==> config.mk <==
export PLATFORM = sky130hd
export DESIGN_NAME = json_string_unescape_utf8
export DESIGN_NICKNAME = d
export VERILOG_FILES = /design/src/hw/rtl/jsu_pkg.sv /design/src/hw/rtl/jsu_front.sv /design/src/hw/rtl/jsu_queue.sv /design/src/hw/rtl/jsu_back.sv /design/src/hw/rtl/json_string_unescape_utf8.sv
export VERILOG_INCLUDE_DIRS = /design/src /design/src/hw/rtl
export SDC_FILE = /design/constraint.sdc
export NUM_CORES = 1
export LEC_CHECK = 0
export ABC_AREA = 1
export BUFFER_PORTS_ARGS = -buffer_cell sky130_fd_sc_hd__buf_2
export CAP_MARGIN = 20
export CORE_MARGIN = 4
export CORE_UTILIZATION = 55
export CTS_CLUSTER_SIZE = 28
export DETAILED_ROUTE_END_ITERATION = 12
export PLACE_DENSITY = 0.82
export SYNTH_ARGS = -nofsm -noshare
export SYNTH_HDL_FRONTEND = slang
export SYNTH_SLANG_ARGS = --single-unit
==> constraint.sdc <==
create_clock -name aclk -period 3 [get_ports aclk]
set_input_delay 0.15 -clock aclk [delete_from_list [all_inputs] [get_ports aclk]]
set_output_delay 0.15 -clock aclk [all_outputs]
set_load 0.005 [all_outputs]
==> src/hw/rtl/assert_macros.svh <==
// Assertion macros shared by the string unescaper modules.
`ifndef ASSERT_MACROS_SVH
`define ASSERT_MACROS_SVH

// Property checked at every clock edge outside reset.
`define JSU_ASSERT(lbl, clk, rstn, prop, msg) \
    lbl: assert property (@(posedge clk) disable iff (!rstn) (prop)) else $error(msg);

// Consequent checked in the cycle after the antecedent.
`define JSU_ASSERT_NEXT(lbl, clk, rstn, ante, cons, msg) \
    lbl: assert property (@(posedge clk) disable iff (!rstn) (ante) |=> (cons)) else $error(msg);

`endif

==> src/hw/rtl/jsu_pkg.sv <==
// Types, codes and decode functions of the JSON string unescaper.
package jsu_pkg;

    // Status codes
    localparam logic [2:0] ST_OK         = 3'd0;
    localparam logic [2:0] ST_MISS_QUOTE = 3'd1;
    localparam logic [2:0] ST_BAD_ESC    = 3'd2;
    localparam logic [2:0] ST_BAD_HEX    = 3'd3;
    localparam logic [2:0] ST_BAD_SURR   = 3'd4;
    localparam logic [2:0] ST_CTRL       = 3'd5;

    // Decode modes
    localparam logic [2:0] MODE_NORMAL  = 3'd0;
    localparam logic [2:0] MODE_ESC     = 3'd1;
    localparam logic [2:0] MODE_HEX1    = 3'd2;
    localparam logic [2:0] MODE_SURR_BS = 3'd3;
    localparam logic [2:0] MODE_SURR_U  = 3'd4;
    localparam logic [2:0] MODE_HEX2    = 3'd5;

    // Character codes
    localparam logic [7:0] CH_QUOTE = 8'h22;
    localparam logic [7:0] CH_BSLASH = 8'h5c;
    localparam logic [7:0] CH_SLASH = 8'h2f;
    localparam logic [7:0] CH_U     = 8'h75;
    localparam logic [7:0] CH_B     = 8'h62;
    localparam logic [7:0] CH_F     = 8'h66;
    localparam logic [7:0] CH_N     = 8'h6e;
    localparam logic [7:0] CH_T     = 8'h74;
    localparam logic [7:0] CH_R     = 8'h72;

    // Entries held between front and back
    localparam int QUEUE_DEPTH = 4;

    // One decoded request: up to four bytes, or one byteless result when cnt is 0.
    typedef struct packed {
        logic [3:0][7:0] bytes;
        logic [2:0]      cnt;
        logic            done;
        logic [2:0]      status;
    } jsu_entry_t;

    // Hex digit value, bit 4 flags a valid digit.
    function automatic logic [4:0] hex_value(input logic [7:0] c);
        logic [4:0] r;
        r = 5'd0;
        if (c inside {[8'h30:8'h39]}) begin
            r = {1'b1, c[3:0]};
        end else if (c inside {[8'h41:8'h46], [8'h61:8'h66]}) begin
            r = {1'b1, c[3:0] + 4'd9};
        end
        return r;
    endfunction

    // UTF-8 encoding of a code point up to 21 bits.
    function automatic jsu_entry_t encode_utf8(input logic [20:0] u);
        jsu_entry_t e;
        e = '0;
        if (u[20:7] == 14'd0) begin
            e.bytes[0] = u[7:0];
            e.cnt      = 3'd1;
        end else if (u[20:11] == 10'd0) begin
            e.bytes[0] = {3'b110, u[10:6]};
            e.bytes[1] = {2'b10, u[5:0]};
            e.cnt      = 3'd2;
        end else if (u[20:16] == 5'd0) begin
            e.bytes[0] = {4'b1110, u[15:12]};
            e.bytes[1] = {2'b10, u[11:6]};
            e.bytes[2] = {2'b10, u[5:0]};
            e.cnt      = 3'd3;
        end else begin
            e.bytes[0] = {5'b11110, u[20:18]};
            e.bytes[1] = {2'b10, u[17:12]};
            e.bytes[2] = {2'b10, u[11:6]};
            e.bytes[3] = {2'b10, u[5:0]};
            e.cnt      = 3'd4;
        end
        return e;
    endfunction

endpackage

==> src/hw/rtl/jsu_front.sv <==
// Front end: takes raw bytes, runs the escape state machine, builds decoded requests.
module jsu_front
    import jsu_pkg::*;
(
    input  logic       aclk,
    input  logic       aresetn,
    input  logic       s_valid,
    output logic       s_ready,
    input  logic [7:0] s_in_byte,
    input  logic       q_full,
    output logic       q_push,
    output jsu_entry_t q_entry
);
`include "assert_macros.svh"

    logic [2:0]  mode_reg, mode_next;
    logic [1:0]  cnt_reg, cnt_next;
    logic [9:0]  hs_reg, hs_next;
    logic [11:0] acc_reg, acc_next;
    logic [4:0]  hv;
    logic [15:0] code;
    logic [20:0] pair_cp;

    assign s_ready = !q_full;
    assign q_push  = s_valid && s_ready;

    assign hv      = hex_value(s_in_byte);
    assign code    = {acc_reg, hv[3:0]};
    assign pair_cp = {1'b0, hs_reg, code[9:0]} + 21'h10000;

    // Escape decoding
    always_comb begin
        mode_next = mode_reg;
        cnt_next  = cnt_reg;
        hs_next   = hs_reg;
        acc_next  = acc_reg;
        q_entry   = '0;
        case (mode_reg)
            MODE_NORMAL: begin
                if (s_in_byte == CH_QUOTE) begin
                    q_entry.done = 1'b1;
                end else if (s_in_byte == 8'd0) begin
                    q_entry.status = ST_MISS_QUOTE;
                end else if (s_in_byte == CH_BSLASH) begin
                    mode_next = MODE_ESC;
                end else if (s_in_byte < 8'h20) begin
                    q_entry.status = ST_CTRL;
                end else begin
                    q_entry.bytes[0] = s_in_byte;
                    q_entry.cnt      = 3'd1;
                end
            end
            MODE_ESC: begin
                mode_next   = MODE_NORMAL;
                q_entry.cnt = 3'd1;
                case (s_in_byte)
                    CH_QUOTE, CH_BSLASH, CH_SLASH: q_entry.bytes[0] = s_in_byte;
                    CH_B: q_entry.bytes[0] = 8'h08;
                    CH_F: q_entry.bytes[0] = 8'h0c;
                    CH_N: q_entry.bytes[0] = 8'h0a;
                    CH_T: q_entry.bytes[0] = 8'h09;
                    CH_R: q_entry.bytes[0] = 8'h0d;
                    CH_U: begin
                        mode_next   = MODE_HEX1;
                        cnt_next    = 2'd0;
                        q_entry.cnt = 3'd0;
                    end
                    default: begin
                        q_entry.cnt    = 3'd0;
                        q_entry.status = ST_BAD_ESC;
                    end
                endcase
            end
            MODE_HEX1, MODE_HEX2: begin
                if (!hv[4]) begin
                    mode_next      = MODE_NORMAL;
                    cnt_next       = 2'd0;
                    q_entry.status = ST_BAD_HEX;
                end else if (cnt_reg != 2'd3) begin
                    acc_next = code[11:0];
                    cnt_next = cnt_reg + 2'd1;
                end else begin
                    cnt_next  = 2'd0;
                    mode_next = MODE_NORMAL;
                    if (mode_reg == MODE_HEX1) begin
                        if (code[15:10] == 6'b110110) begin
                            // high surrogate, wait for the low half
                            hs_next   = code[9:0];
                            mode_next = MODE_SURR_BS;
                        end else begin
                            q_entry = encode_utf8({5'd0, code});
                        end
                    end else if (code[15:10] != 6'b110111) begin
                        q_entry.status = ST_BAD_SURR;
                    end else begin
                        q_entry = encode_utf8(pair_cp);
                    end
                end
            end
            MODE_SURR_BS: begin
                if (s_in_byte == CH_BSLASH) begin
                    mode_next = MODE_SURR_U;
                end else begin
                    mode_next      = MODE_NORMAL;
                    q_entry.status = ST_BAD_SURR;
                end
            end
            MODE_SURR_U: begin
                if (s_in_byte == CH_U) begin
                    mode_next = MODE_HEX2;
                    cnt_next  = 2'd0;
                end else begin
                    mode_next      = MODE_NORMAL;
                    q_entry.status = ST_BAD_SURR;
                end
            end
            default: begin
                mode_next = MODE_NORMAL;
                cnt_next  = 2'd0;
            end
        endcase
    end

    // Control state
    always_ff @(posedge aclk) begin
        if (!aresetn) begin
            mode_reg <= MODE_NORMAL;
            cnt_reg  <= 2'd0;
        end else if (q_push) begin
            mode_reg <= mode_next;
            cnt_reg  <= cnt_next;
        end
    end

    // Code unit payload
    always_ff @(posedge aclk) begin
        if (q_push) begin
            hs_reg  <= hs_next;
            acc_reg <= acc_next;
        end
    end

    `JSU_ASSERT_NEXT(a_start_after_end, aclk, aresetn,
        q_push && (q_entry.done || q_entry.status != ST_OK),
        mode_reg == MODE_NORMAL && cnt_reg == 2'd0, "end of string did not return to start")
    `JSU_ASSERT(a_byteless_flags, aclk, aresetn,
        q_push && q_entry.cnt != 3'd0 |-> !q_entry.done && q_entry.status == ST_OK,
        "byte request carries end flags")

endmodule

==> src/hw/rtl/jsu_queue.sv <==
// Short register queue of decoded requests between front and back.
module jsu_queue
    import jsu_pkg::*;
#(
    parameter int DEPTH = QUEUE_DEPTH
) (
    input  logic       aclk,
    input  logic       aresetn,
    input  logic       push,
    input  jsu_entry_t push_entry,
    input  logic       pop,
    output jsu_entry_t head,
    output logic       empty,
    output logic       full
);
`include "assert_macros.svh"

    localparam int PtrW = $clog2(DEPTH);
    localparam int CntW = $clog2(DEPTH + 1);

    jsu_entry_t            mem_reg [DEPTH];
    logic [PtrW-1:0]       wr_ptr_reg, wr_ptr_next;
    logic [PtrW-1:0]       rd_ptr_reg, rd_ptr_next;
    logic [CntW-1:0]       count_reg, count_next;

    assign empty = (count_reg == CntW'(0));
    assign full  = (count_reg == CntW'(DEPTH));
    assign head  = mem_reg[rd_ptr_reg];

    // Pointer and fill count update
    always_comb begin
        wr_ptr_next = wr_ptr_reg;
        rd_ptr_next = rd_ptr_reg;
        count_next  = count_reg;
        if (push) begin
            wr_ptr_next = (wr_ptr_reg == PtrW'(DEPTH - 1)) ? '0 : wr_ptr_reg + PtrW'(1);
        end
        if (pop) begin
            rd_ptr_next = (rd_ptr_reg == PtrW'(DEPTH - 1)) ? '0 : rd_ptr_reg + PtrW'(1);
        end
        if (push && !pop) begin
            count_next = count_reg + CntW'(1);
        end else if (pop && !push) begin
            count_next = count_reg - CntW'(1);
        end
    end

    always_ff @(posedge aclk) begin
        if (!aresetn) begin
            wr_ptr_reg <= '0;
            rd_ptr_reg <= '0;
            count_reg  <= '0;
        end else begin
            wr_ptr_reg <= wr_ptr_next;
            rd_ptr_reg <= rd_ptr_next;
            count_reg  <= count_next;
        end
    end

    // Entry storage
    always_ff @(posedge aclk) begin
        if (push) begin
            mem_reg[wr_ptr_reg] <= push_entry;
        end
    end

    `JSU_ASSERT(a_no_overflow, aclk, aresetn, push |-> !full || pop, "push into full queue")
    `JSU_ASSERT(a_no_underflow, aclk, aresetn, pop |-> !empty, "pop from empty queue")

endmodule

==> src/hw/rtl/jsu_back.sv <==
// Back end: walks the bytes of each queued request and presents one result per cycle while m_ready is high.
module jsu_back
    import jsu_pkg::*;
(
    input  logic       aclk,
    input  logic       aresetn,
    input  jsu_entry_t head,
    input  logic       empty,
    output logic       pop,
    output logic       m_valid,
    input  logic       m_ready,
    output logic [7:0] m_out_byte,
    output logic       m_has_byte,
    output logic       m_run_last,
    output logic       m_string_done,
    output logic [2:0] m_status
);
`include "assert_macros.svh"

    logic [1:0] k_reg, k_next;
    logic       take;

    assign m_valid       = !empty;
    assign m_has_byte    = (head.cnt != 3'd0);
    assign m_out_byte    = m_has_byte ? head.bytes[k_reg] : 8'd0;
    assign m_run_last    = !m_has_byte || ({1'b0, k_reg} == head.cnt - 3'd1);
    assign m_string_done = head.done;
    assign m_status      = head.status;

    assign take = m_valid && m_ready;
    assign pop  = take && m_run_last;

    // Byte index within the current request
    always_comb begin
        k_next = k_reg;
        if (pop) begin
            k_next = 2'd0;
        end else if (take) begin
            k_next = k_reg + 2'd1;
        end
    end

    always_ff @(posedge aclk) begin
        if (!aresetn) begin
            k_reg <= 2'd0;
        end else begin
            k_reg <= k_next;
        end
    end

    `JSU_ASSERT(a_idx_in_range, aclk, aresetn,
        !empty && head.cnt != 3'd0 |-> 3'(k_reg) < head.cnt, "byte index past request")
    `JSU_ASSERT(a_idx_zero_byteless, aclk, aresetn,
        !empty && head.cnt == 3'd0 |-> k_reg == 2'd0, "byteless request with nonzero index")

endmodule

==> src/hw/rtl/json_string_unescape_utf8.sv <==
// Each accepted input byte is stored as a request in the register queue; results are offered from its head.
// Throughput: one input byte per cycle while the request queue has room;
// results leave at one per cycle while m_ready is high, a code point expands to up to 4 results.
// The queue depth (QDEPTH entries) sets how long output stalls can be absorbed.
// Reset: synchronous active-low aresetn returns to normal mode with an empty queue.
module json_string_unescape_utf8
    import jsu_pkg::*;
#(
    parameter int QDEPTH = QUEUE_DEPTH
) (
    input  logic       aclk,
    input  logic       aresetn,
    input  logic       s_valid,
    output logic       s_ready,
    input  logic [7:0] s_in_byte,
    output logic       m_valid,
    input  logic       m_ready,
    output logic [7:0] m_out_byte,
    output logic       m_has_byte,
    output logic       m_run_last,
    output logic       m_string_done,
    output logic [2:0] m_status
);

    jsu_entry_t push_entry;
    jsu_entry_t head;
    logic       push;
    logic       pop;
    logic       empty;
    logic       full;

    jsu_front u_front (
        .aclk      (aclk),
        .aresetn   (aresetn),
        .s_valid   (s_valid),
        .s_ready   (s_ready),
        .s_in_byte (s_in_byte),
        .q_full    (full),
        .q_push    (push),
        .q_entry   (push_entry)
    );

    jsu_queue #(
        .DEPTH (QDEPTH)
    ) u_queue (
        .aclk       (aclk),
        .aresetn    (aresetn),
        .push       (push),
        .push_entry (push_entry),
        .pop        (pop),
        .head       (head),
        .empty      (empty),
        .full       (full)
    );

    jsu_back u_back (
        .aclk          (aclk),
        .aresetn       (aresetn),
        .head          (head),
        .empty         (empty),
        .pop           (pop),
        .m_valid       (m_valid),
        .m_ready       (m_ready),
        .m_out_byte    (m_out_byte),
        .m_has_byte    (m_has_byte),
        .m_run_last    (m_run_last),
        .m_string_done (m_string_done),
        .m_status      (m_status)
    );

endmodule

==> results of run 1 <==
-- per-stage QoR --
step	TNS, ps	cells	total power [mW]	setup slack (ps)	util (%)
final	0	1218	6.79	242	63.2
after global routing	-1.41	1218	7.10	-1.41	63.2
after CTS	0	1217	6.79	93.4	63.0
after detailed placement	0	1185	4.70	158	59.5
after global placement	0	1185	4.65	211	59.5
after floorplan	0	954	4.13	14.5	-
-- how the worst max path moves through the flow --
stage,depth (start not counted),end,slack [ps]
after CTS,18,u_queue.count_reg[2]$_SDFFE_PN0P_,90
after floorplan,21,u_queue.count_reg[2]$_SDFFE_PN0P_,10
after global routing,18,u_queue.count_reg[2]$_SDFFE_PN0P_,-1
after detailed placement,18,u_queue.count_reg[2]$_SDFFE_PN0P_,160
after global placement,18,u_queue.count_reg[2]$_SDFFE_PN0P_,210
final,15,u_queue.count_reg[1]$_SDFFE_PN0P_,240
-- worst max-delay path: cells and delay by family (launching register included) --
family | cells | cell delay, ps
AOI/OAI and AO/OA | 5 | 650
adders and majority gates | 3 | 910
buffers and inverters | 3 | 340
DFF | 1 | 380
and+or+nand+nor | 4 | 380
-- layer usage --
layer,track usage (%),vias to the layer above,routed length (µm)
met5,0,-,0
li1,-,3388,-
met1,34.8,3380,9310
met4,9.69,0,550
met2,40.4,348,10900
met3,4.59,52,1830
-- power by group --
part	internal [mW]	leakage (nW)	total [mW]	switching, mW
Sequential	3.02	1.69	3.10	0.0776
Clock	1.15	0.273	2.11	0.955
Combinational	0.534	2.08	1.59	1.05
-- kinds of logic after synthesis --
family	after synthesis	share of synthesized area, %
AOI/OAI and AO/OA	199	12.7
adders and majority gates	15	2.15
buffers and inverters	137	5.93
DFF	182	58.4
and+or+nand+nor	421	20.8
-- repair_timing --
| item | 4_1_cts | 5_1_grt |
|---|---|---|
| gates resized for setup | 0 | 9 |
| buffers inserted | 0 | 1 |
| endpoints found under the setup margin | 0 | 2 |
-- area by class of cell --
| class | count | area (µm²) | share of cell area (%) |
|---|---|---|---|
| flip-flops and latches | 182 | 5310 | 52.3 |
| multi-input cells | 635 | 3280 | 32.3 |
| clock buffers | 18 | 429 | 4.23 |
| inverters | 101 | 384 | 3.79 |
| repair buffers | 52 | 347 | 3.42 |
| well taps | 216 | 270 | 2.66 |
| clock inverters | 14 | 125 | 1.23 |
-- placed cells by master, fill, tap and decap left out, types with 2 or more instances in the layout --
cell        instances
nand2_1           176
edfxtp_1          166
nor2_1            122
o21ai_0            90
inv_1              89
nand3_1            65
a21oi_1            53
buf_2              27
buf_4              22
o221ai_1           21
clkbuf_16          17
ha_1               14
dfxtp_1            14
o22ai_1            13
nand2_2            12
nor2_4             11
nand4_1            10
inv_2               9
nor3_1              9
o211ai_1            8
nor2_2              5
clkinv_2            5
o21ai_1             4
inv_6               4
nand2_4             2
nor2_8              2
inv_4               2
a32o_1              2
clkinvlp_4          2
==> flow_metrics.env, run 1 <==
export IMPL_crit_fanout=18
export IMPL_dr_pass1_iters=6
export IMPL_synth_edf_count=166
export IMPL_route_detailed_drc=0
export IMPL_cts_inserted_buffers=17
export IMPL_dieHeight_um=136
export IMPL_slew_violations=0
export IMPL_grt_max_degree=51
export IMPL_detailed_place_area_um2=9560
export IMPL_initial_core_util_pct=56.5
export IMPL_overflow=0
export IMPL_dp_hpwl_um=15300
export IMPL_syn_inst=954
export IMPL_area_growth_pct=11.7
export IMPL_cts_sinks=182
export IMPL_cellPowerDensity_nw_per_um2=669
export IMPL_p_leak_nw=4.05
export IMPL_synth_async_reset_ratio_pct=0
export IMPL_arrival_ps=3080
export IMPL_grt_total_usage_pct=25.3
export IMPL_antenna_found_initial=0
export IMPL_rr_worst_depth=15
export IMPL_fillers=1261
export IMPL_hold_viol=0
export IMPL_crit_type="reg -> reg"
export IMPL_min_from="aresetn"
export IMPL_cts_path_max_buffers=2
export IMPL_cp_end_kind="flip-flop"
export IMPL_setup_violations=0
export IMPL_design_area_um2=10100
export IMPL_synth_area_leaders="edfxtp_1 55%, nand2_1 7.4%, nor2_1 5.2%"
export IMPL_period_share_pct=91.9
export IMPL_yosysUniqueCellTypes=43
export IMPL_finalNetCount=1016
export IMPL_fin_hold_ws_ps=25.9
export IMPL_final_layout_size_suffix_gt1_share_pct=13.6
export IMPL_seq_area_frac_synth_pct=58.4
export IMPL_period_minus_slack_ps=2760
export IMPL_path_clk_slew_ps=70
export IMPL_crit_path_start_kind="flip-flop"
export IMPL_ys_ff_latch=182
export IMPL_grt_pass1_wl_um=35500
export IMPL_cts_htree_levels=4
export IMPL_viasPerCell=5.89
export IMPL_syn_avg_cell_area_um2=9.52
export IMPL_antenna_cells=0
export IMPL_holdPathStages=3
export IMPL_wl_um=22600
export IMPL_synth_area_um2=9080
export IMPL_ys_top_cells_by_count="178 x nand2_1, 166 x edfxtp_1, 126 x nor2_1"
export IMPL_tightest_slew_ps=604
export IMPL_synth_top_area_cell="edfxtp_1"
export IMPL_worstPathRequired_ps=3320
export IMPL_die_w_um=136
export IMPL_io_buffers=27
export IMPL_drtIter0Drc=839
export IMPL_fin_skew_ps=9.35
export IMPL_clk_latency_ps=430
export IMPL_crit_chain="inv_4, buf_8, nand2_1, a32o_1, ha_1, nand3_1, a21oi_1, o21ai_0, nand2_1, nand2_2, ha_1, inv_1, fa_2, o21ai_0, a21oi_1"
export IMPL_ios=28
export IMPL_min_to="u_queue.count_reg[2]$_SDFFE_PN0P_"
export IMPL_dr_total_vias=7168
export IMPL_ant_nets=0
export IMPL_reg2reg_to="u_queue.count_reg[1]$_SDFFE_PN0P_"
export IMPL_rows=46
export IMPL_grt_pass1_vias=6616
export IMPL_status="completed"
export IMPL_peakVddDrop_uv=375
export IMPL_relSlewSlack_pct=59.6
export IMPL_synth_top_area_share_pct=54.9
export IMPL_avgRoutedWirePerCell_um=18.5
export IMPL_place_gp_congestion=0.964
export IMPL_cts_root_buffer="clkbuf_16"
export IMPL_ys_flop_type="edfxtp_1"
export IMPL_dieArea_um2=18600
export IMPL_ys_warn_count=0
export IMPL_drv_cap=0
export IMPL_max_freq_mhz=363
export IMPL_core_area_um2=16100
export IMPL_cp_slowest_cell="fa_2"
export IMPL_synth_most_common_cell="nand2_1"
export IMPL_synth_nets=981
export IMPL_slowest_delay_ps=440
export IMPL_largest_reg_flops=144
export IMPL_hp_class="in -> reg"
export IMPL_postCtsHoldBufs=0
export IMPL_cts_tree="yes"
export IMPL_rrSetupSlack_ps=240
Note: power is estimated with default switching activity, not from simulation.
==> run 2: changes to the inputs <==
--- a/config.mk
+++ b/config.mk
@@ -9,8 +9,10 @@
 export ABC_AREA = 1
 export BUFFER_PORTS_ARGS = -buffer_cell sky130_fd_sc_hd__buf_2
 export CAP_MARGIN = 20
+export CELL_PAD_IN_SITES_DETAIL_PLACEMENT = 2
+export CELL_PAD_IN_SITES_GLOBAL_PLACEMENT = 2
 export CORE_MARGIN = 4
-export CORE_UTILIZATION = 55
+export CORE_UTILIZATION = 36
 export CTS_CLUSTER_SIZE = 28
 export DETAILED_ROUTE_END_ITERATION = 12
 export PLACE_DENSITY = 0.82
==> run 2 against run 1 <==
Fmax decreased by 2.6%. Count of clock-buffer cells in the layout down 1. First-iteration DRC count shrank 40%. Core utilization fell by 21 points. Via count is 2.2% higher. Critical endpoint unchanged.
==> flow_metrics.env, run 2 (synthesis gave the netlist of run 1 again) <==
export IMPL_crit_fanout=17
export IMPL_status="completed"
export IMPL_rr_worst_depth=15
export IMPL_ant_nets=0
export IMPL_cts_path_max_buffers=2
export IMPL_wl_um=30300
export IMPL_cts_inserted_buffers=17
export IMPL_fillers=2704
export IMPL_dieHeight_um=167
export IMPL_min_from="aresetn"
export IMPL_finalNetCount=1020
export IMPL_final_cell_mix="177 x nand2_1, 166 x edfxtp_1, 122 x nor2_1"
export IMPL_min_to="u_queue.count_reg[2]$_SDFFE_PN0P_"
export IMPL_fin_hold_ws_ps=27.1
export IMPL_place_gp_congestion=0.825
export IMPL_final_layout_size_suffix_gt1_share_pct=14.0
export IMPL_dp_hpwl_um=21600
export IMPL_cts_root_buffer="clkbuf_16"
export IMPL_fin_skew_ps=13.9
export IMPL_tightest_slew_ps=734
export IMPL_rrSetupSlack_ps=170
export IMPL_slew_violations=0
export IMPL_crit_type="reg -> reg"
export IMPL_holdPathStages=3
export IMPL_ios=28
export IMPL_cts_htree_levels=4
export IMPL_peakVddDrop_uv=422
export IMPL_gr_usage_met1_pct=28.0
export IMPL_reg2reg_to="u_queue.count_reg[1]$_SDFFE_PN0P_"
export IMPL_relSlewSlack_pct=50.6
export IMPL_cts_tree="yes"
export IMPL_p_total_mw=7.16
export IMPL_gr_usage_met2_pct=39.8
export IMPL_initial_core_util_pct=37.0
export IMPL_io_buffers=27
export IMPL_grt_max_degree=45
export IMPL_largest_reg_flops=144
export IMPL_dr_pass1_iters=4
export IMPL_grt_pass1_wl_um=47600
export IMPL_cts_sinks=182
export IMPL_worstPathRequired_ps=3340
export IMPL_viasPerCell=5.51
export IMPL_period_share_pct=94.4
export IMPL_die_w_um=167
export IMPL_grt_total_usage_pct=22.1
export IMPL_design_area_um2=10400
export IMPL_dr_total_vias=7327
export IMPL_grt_pass1_vias=8207
export IMPL_period_minus_slack_ps=2830
export IMPL_setup_violations=0
export IMPL_dieArea_um2=27800
export IMPL_grtUsageMet3_pct=3.27
export IMPL_core_area_um2=24500
export IMPL_antenna_found_initial=0
export IMPL_drv_cap=0
export IMPL_path_clk_slew_ps=80
export IMPL_hold_viol=0
export IMPL_final_setup_tns_ps=0
export IMPL_final_common_cell="nand2_1"
export IMPL_avgRoutedWirePerCell_um=22.8
export IMPL_clk_latency_ps=450
export IMPL_drtIter0Drc=504
export IMPL_detailed_place_area_um2=9710
export IMPL_hp_class="in -> reg"
export IMPL_crit_path_start_kind="flip-flop"
export IMPL_top_usage_layer="met2"
export IMPL_cp_end_kind="flip-flop"
export IMPL_antenna_cells=0
export IMPL_p_leak_nw=4.09
export IMPL_rows=57
export IMPL_cellPowerDensity_nw_per_um2=691
export IMPL_route_detailed_drc=0
export IMPL_max_freq_mhz=353
export IMPL_overflow=0
export IMPL_arrival_ps=3180
export IMPL_area_growth_pct=14.1
-- run 2: how the worst max path moves through the flow --
stage / from / end / cells past startpoint
2_1_floorplan: flip-flop / u_queue.count_reg[2]$_SDFFE_PN0P_ / 21
3_3_place_gp: flip-flop / u_queue.count_reg[2]$_SDFFE_PN0P_ / 17
3_5_place_dp: flip-flop / u_queue.count_reg[1]$_SDFFE_PN0P_ / 14
4_1_cts: flip-flop / u_queue.count_reg[1]$_SDFFE_PN0P_ / 15
5_1_grt: flip-flop / u_queue.count_reg[2]$_SDFFE_PN0P_ / 18
6_report: flip-flop / u_queue.count_reg[1]$_SDFFE_PN0P_ / 15
-- run 2: metal layers --
| metal | up-vias | wire length [µm] |
|---|---|---|
| met5 | - | 0 |
| met1 | 3782 | 13100 |
| li1 | 3391 | - |
| met3 | 38 | 874 |
| met4 | 0 | 486 |
| met2 | 116 | 15800 |
-- run 2: repair_timing --
| action | CTS | global route |
|---|---|---|
| setup endpoints to repair | 0 | 2 |
| gates resized for setup | 0 | 15 |
| setup buffers | 0 | 3 |
| hold buffers | 0 | 0 |
-- run 2: power breakdown --
part	switching, mW	total, mW	internal [mW]
registers	0.102	3.12	3.02
logic	1.17	1.76	0.588
clock network	1.15	2.28	1.13
-- run 2: through the flow --
stage,cells,utilization (%),worst slack [ps]
floorplan,954,-,14.5
global route,1330,42.2,-4.72
global placement,1295,39.6,239
finish,1330,42.2,168
detailed placement,1295,39.6,119
CTS,1327,42.0,26.1
-- run 2: cell type report --
| type | instances | area, µm² | share of cell area (%) |
|---|---|---|---|
| Sequential cell | 182 | 5310 | 51.3 |
| Clock buffer | 17 | 425 | 4.11 |
| Timing Repair Buffer | 56 | 382 | 3.68 |
| Tap cell | 324 | 405 | 3.91 |
| Multi-Input combinational cell | 635 | 3280 | 31.6 |
| Inverter | 101 | 384 | 3.71 |
| Clock inverter | 15 | 175 | 1.69 |
-- run 2: worst max-delay path, stage by stage (launching register included) --
cell,delay [ps]
dfxtp_4,390
buf_4,160
buf_12,140
nand2_1,60
a32o_1,250
ha_1,280
nand3_1,80
a21oi_1,160
o21ai_1,90
nand2_1,120
nand2_2,90
ha_1,210
inv_2,80
fa_2,430
o21ai_1,140
a21oi_1,50
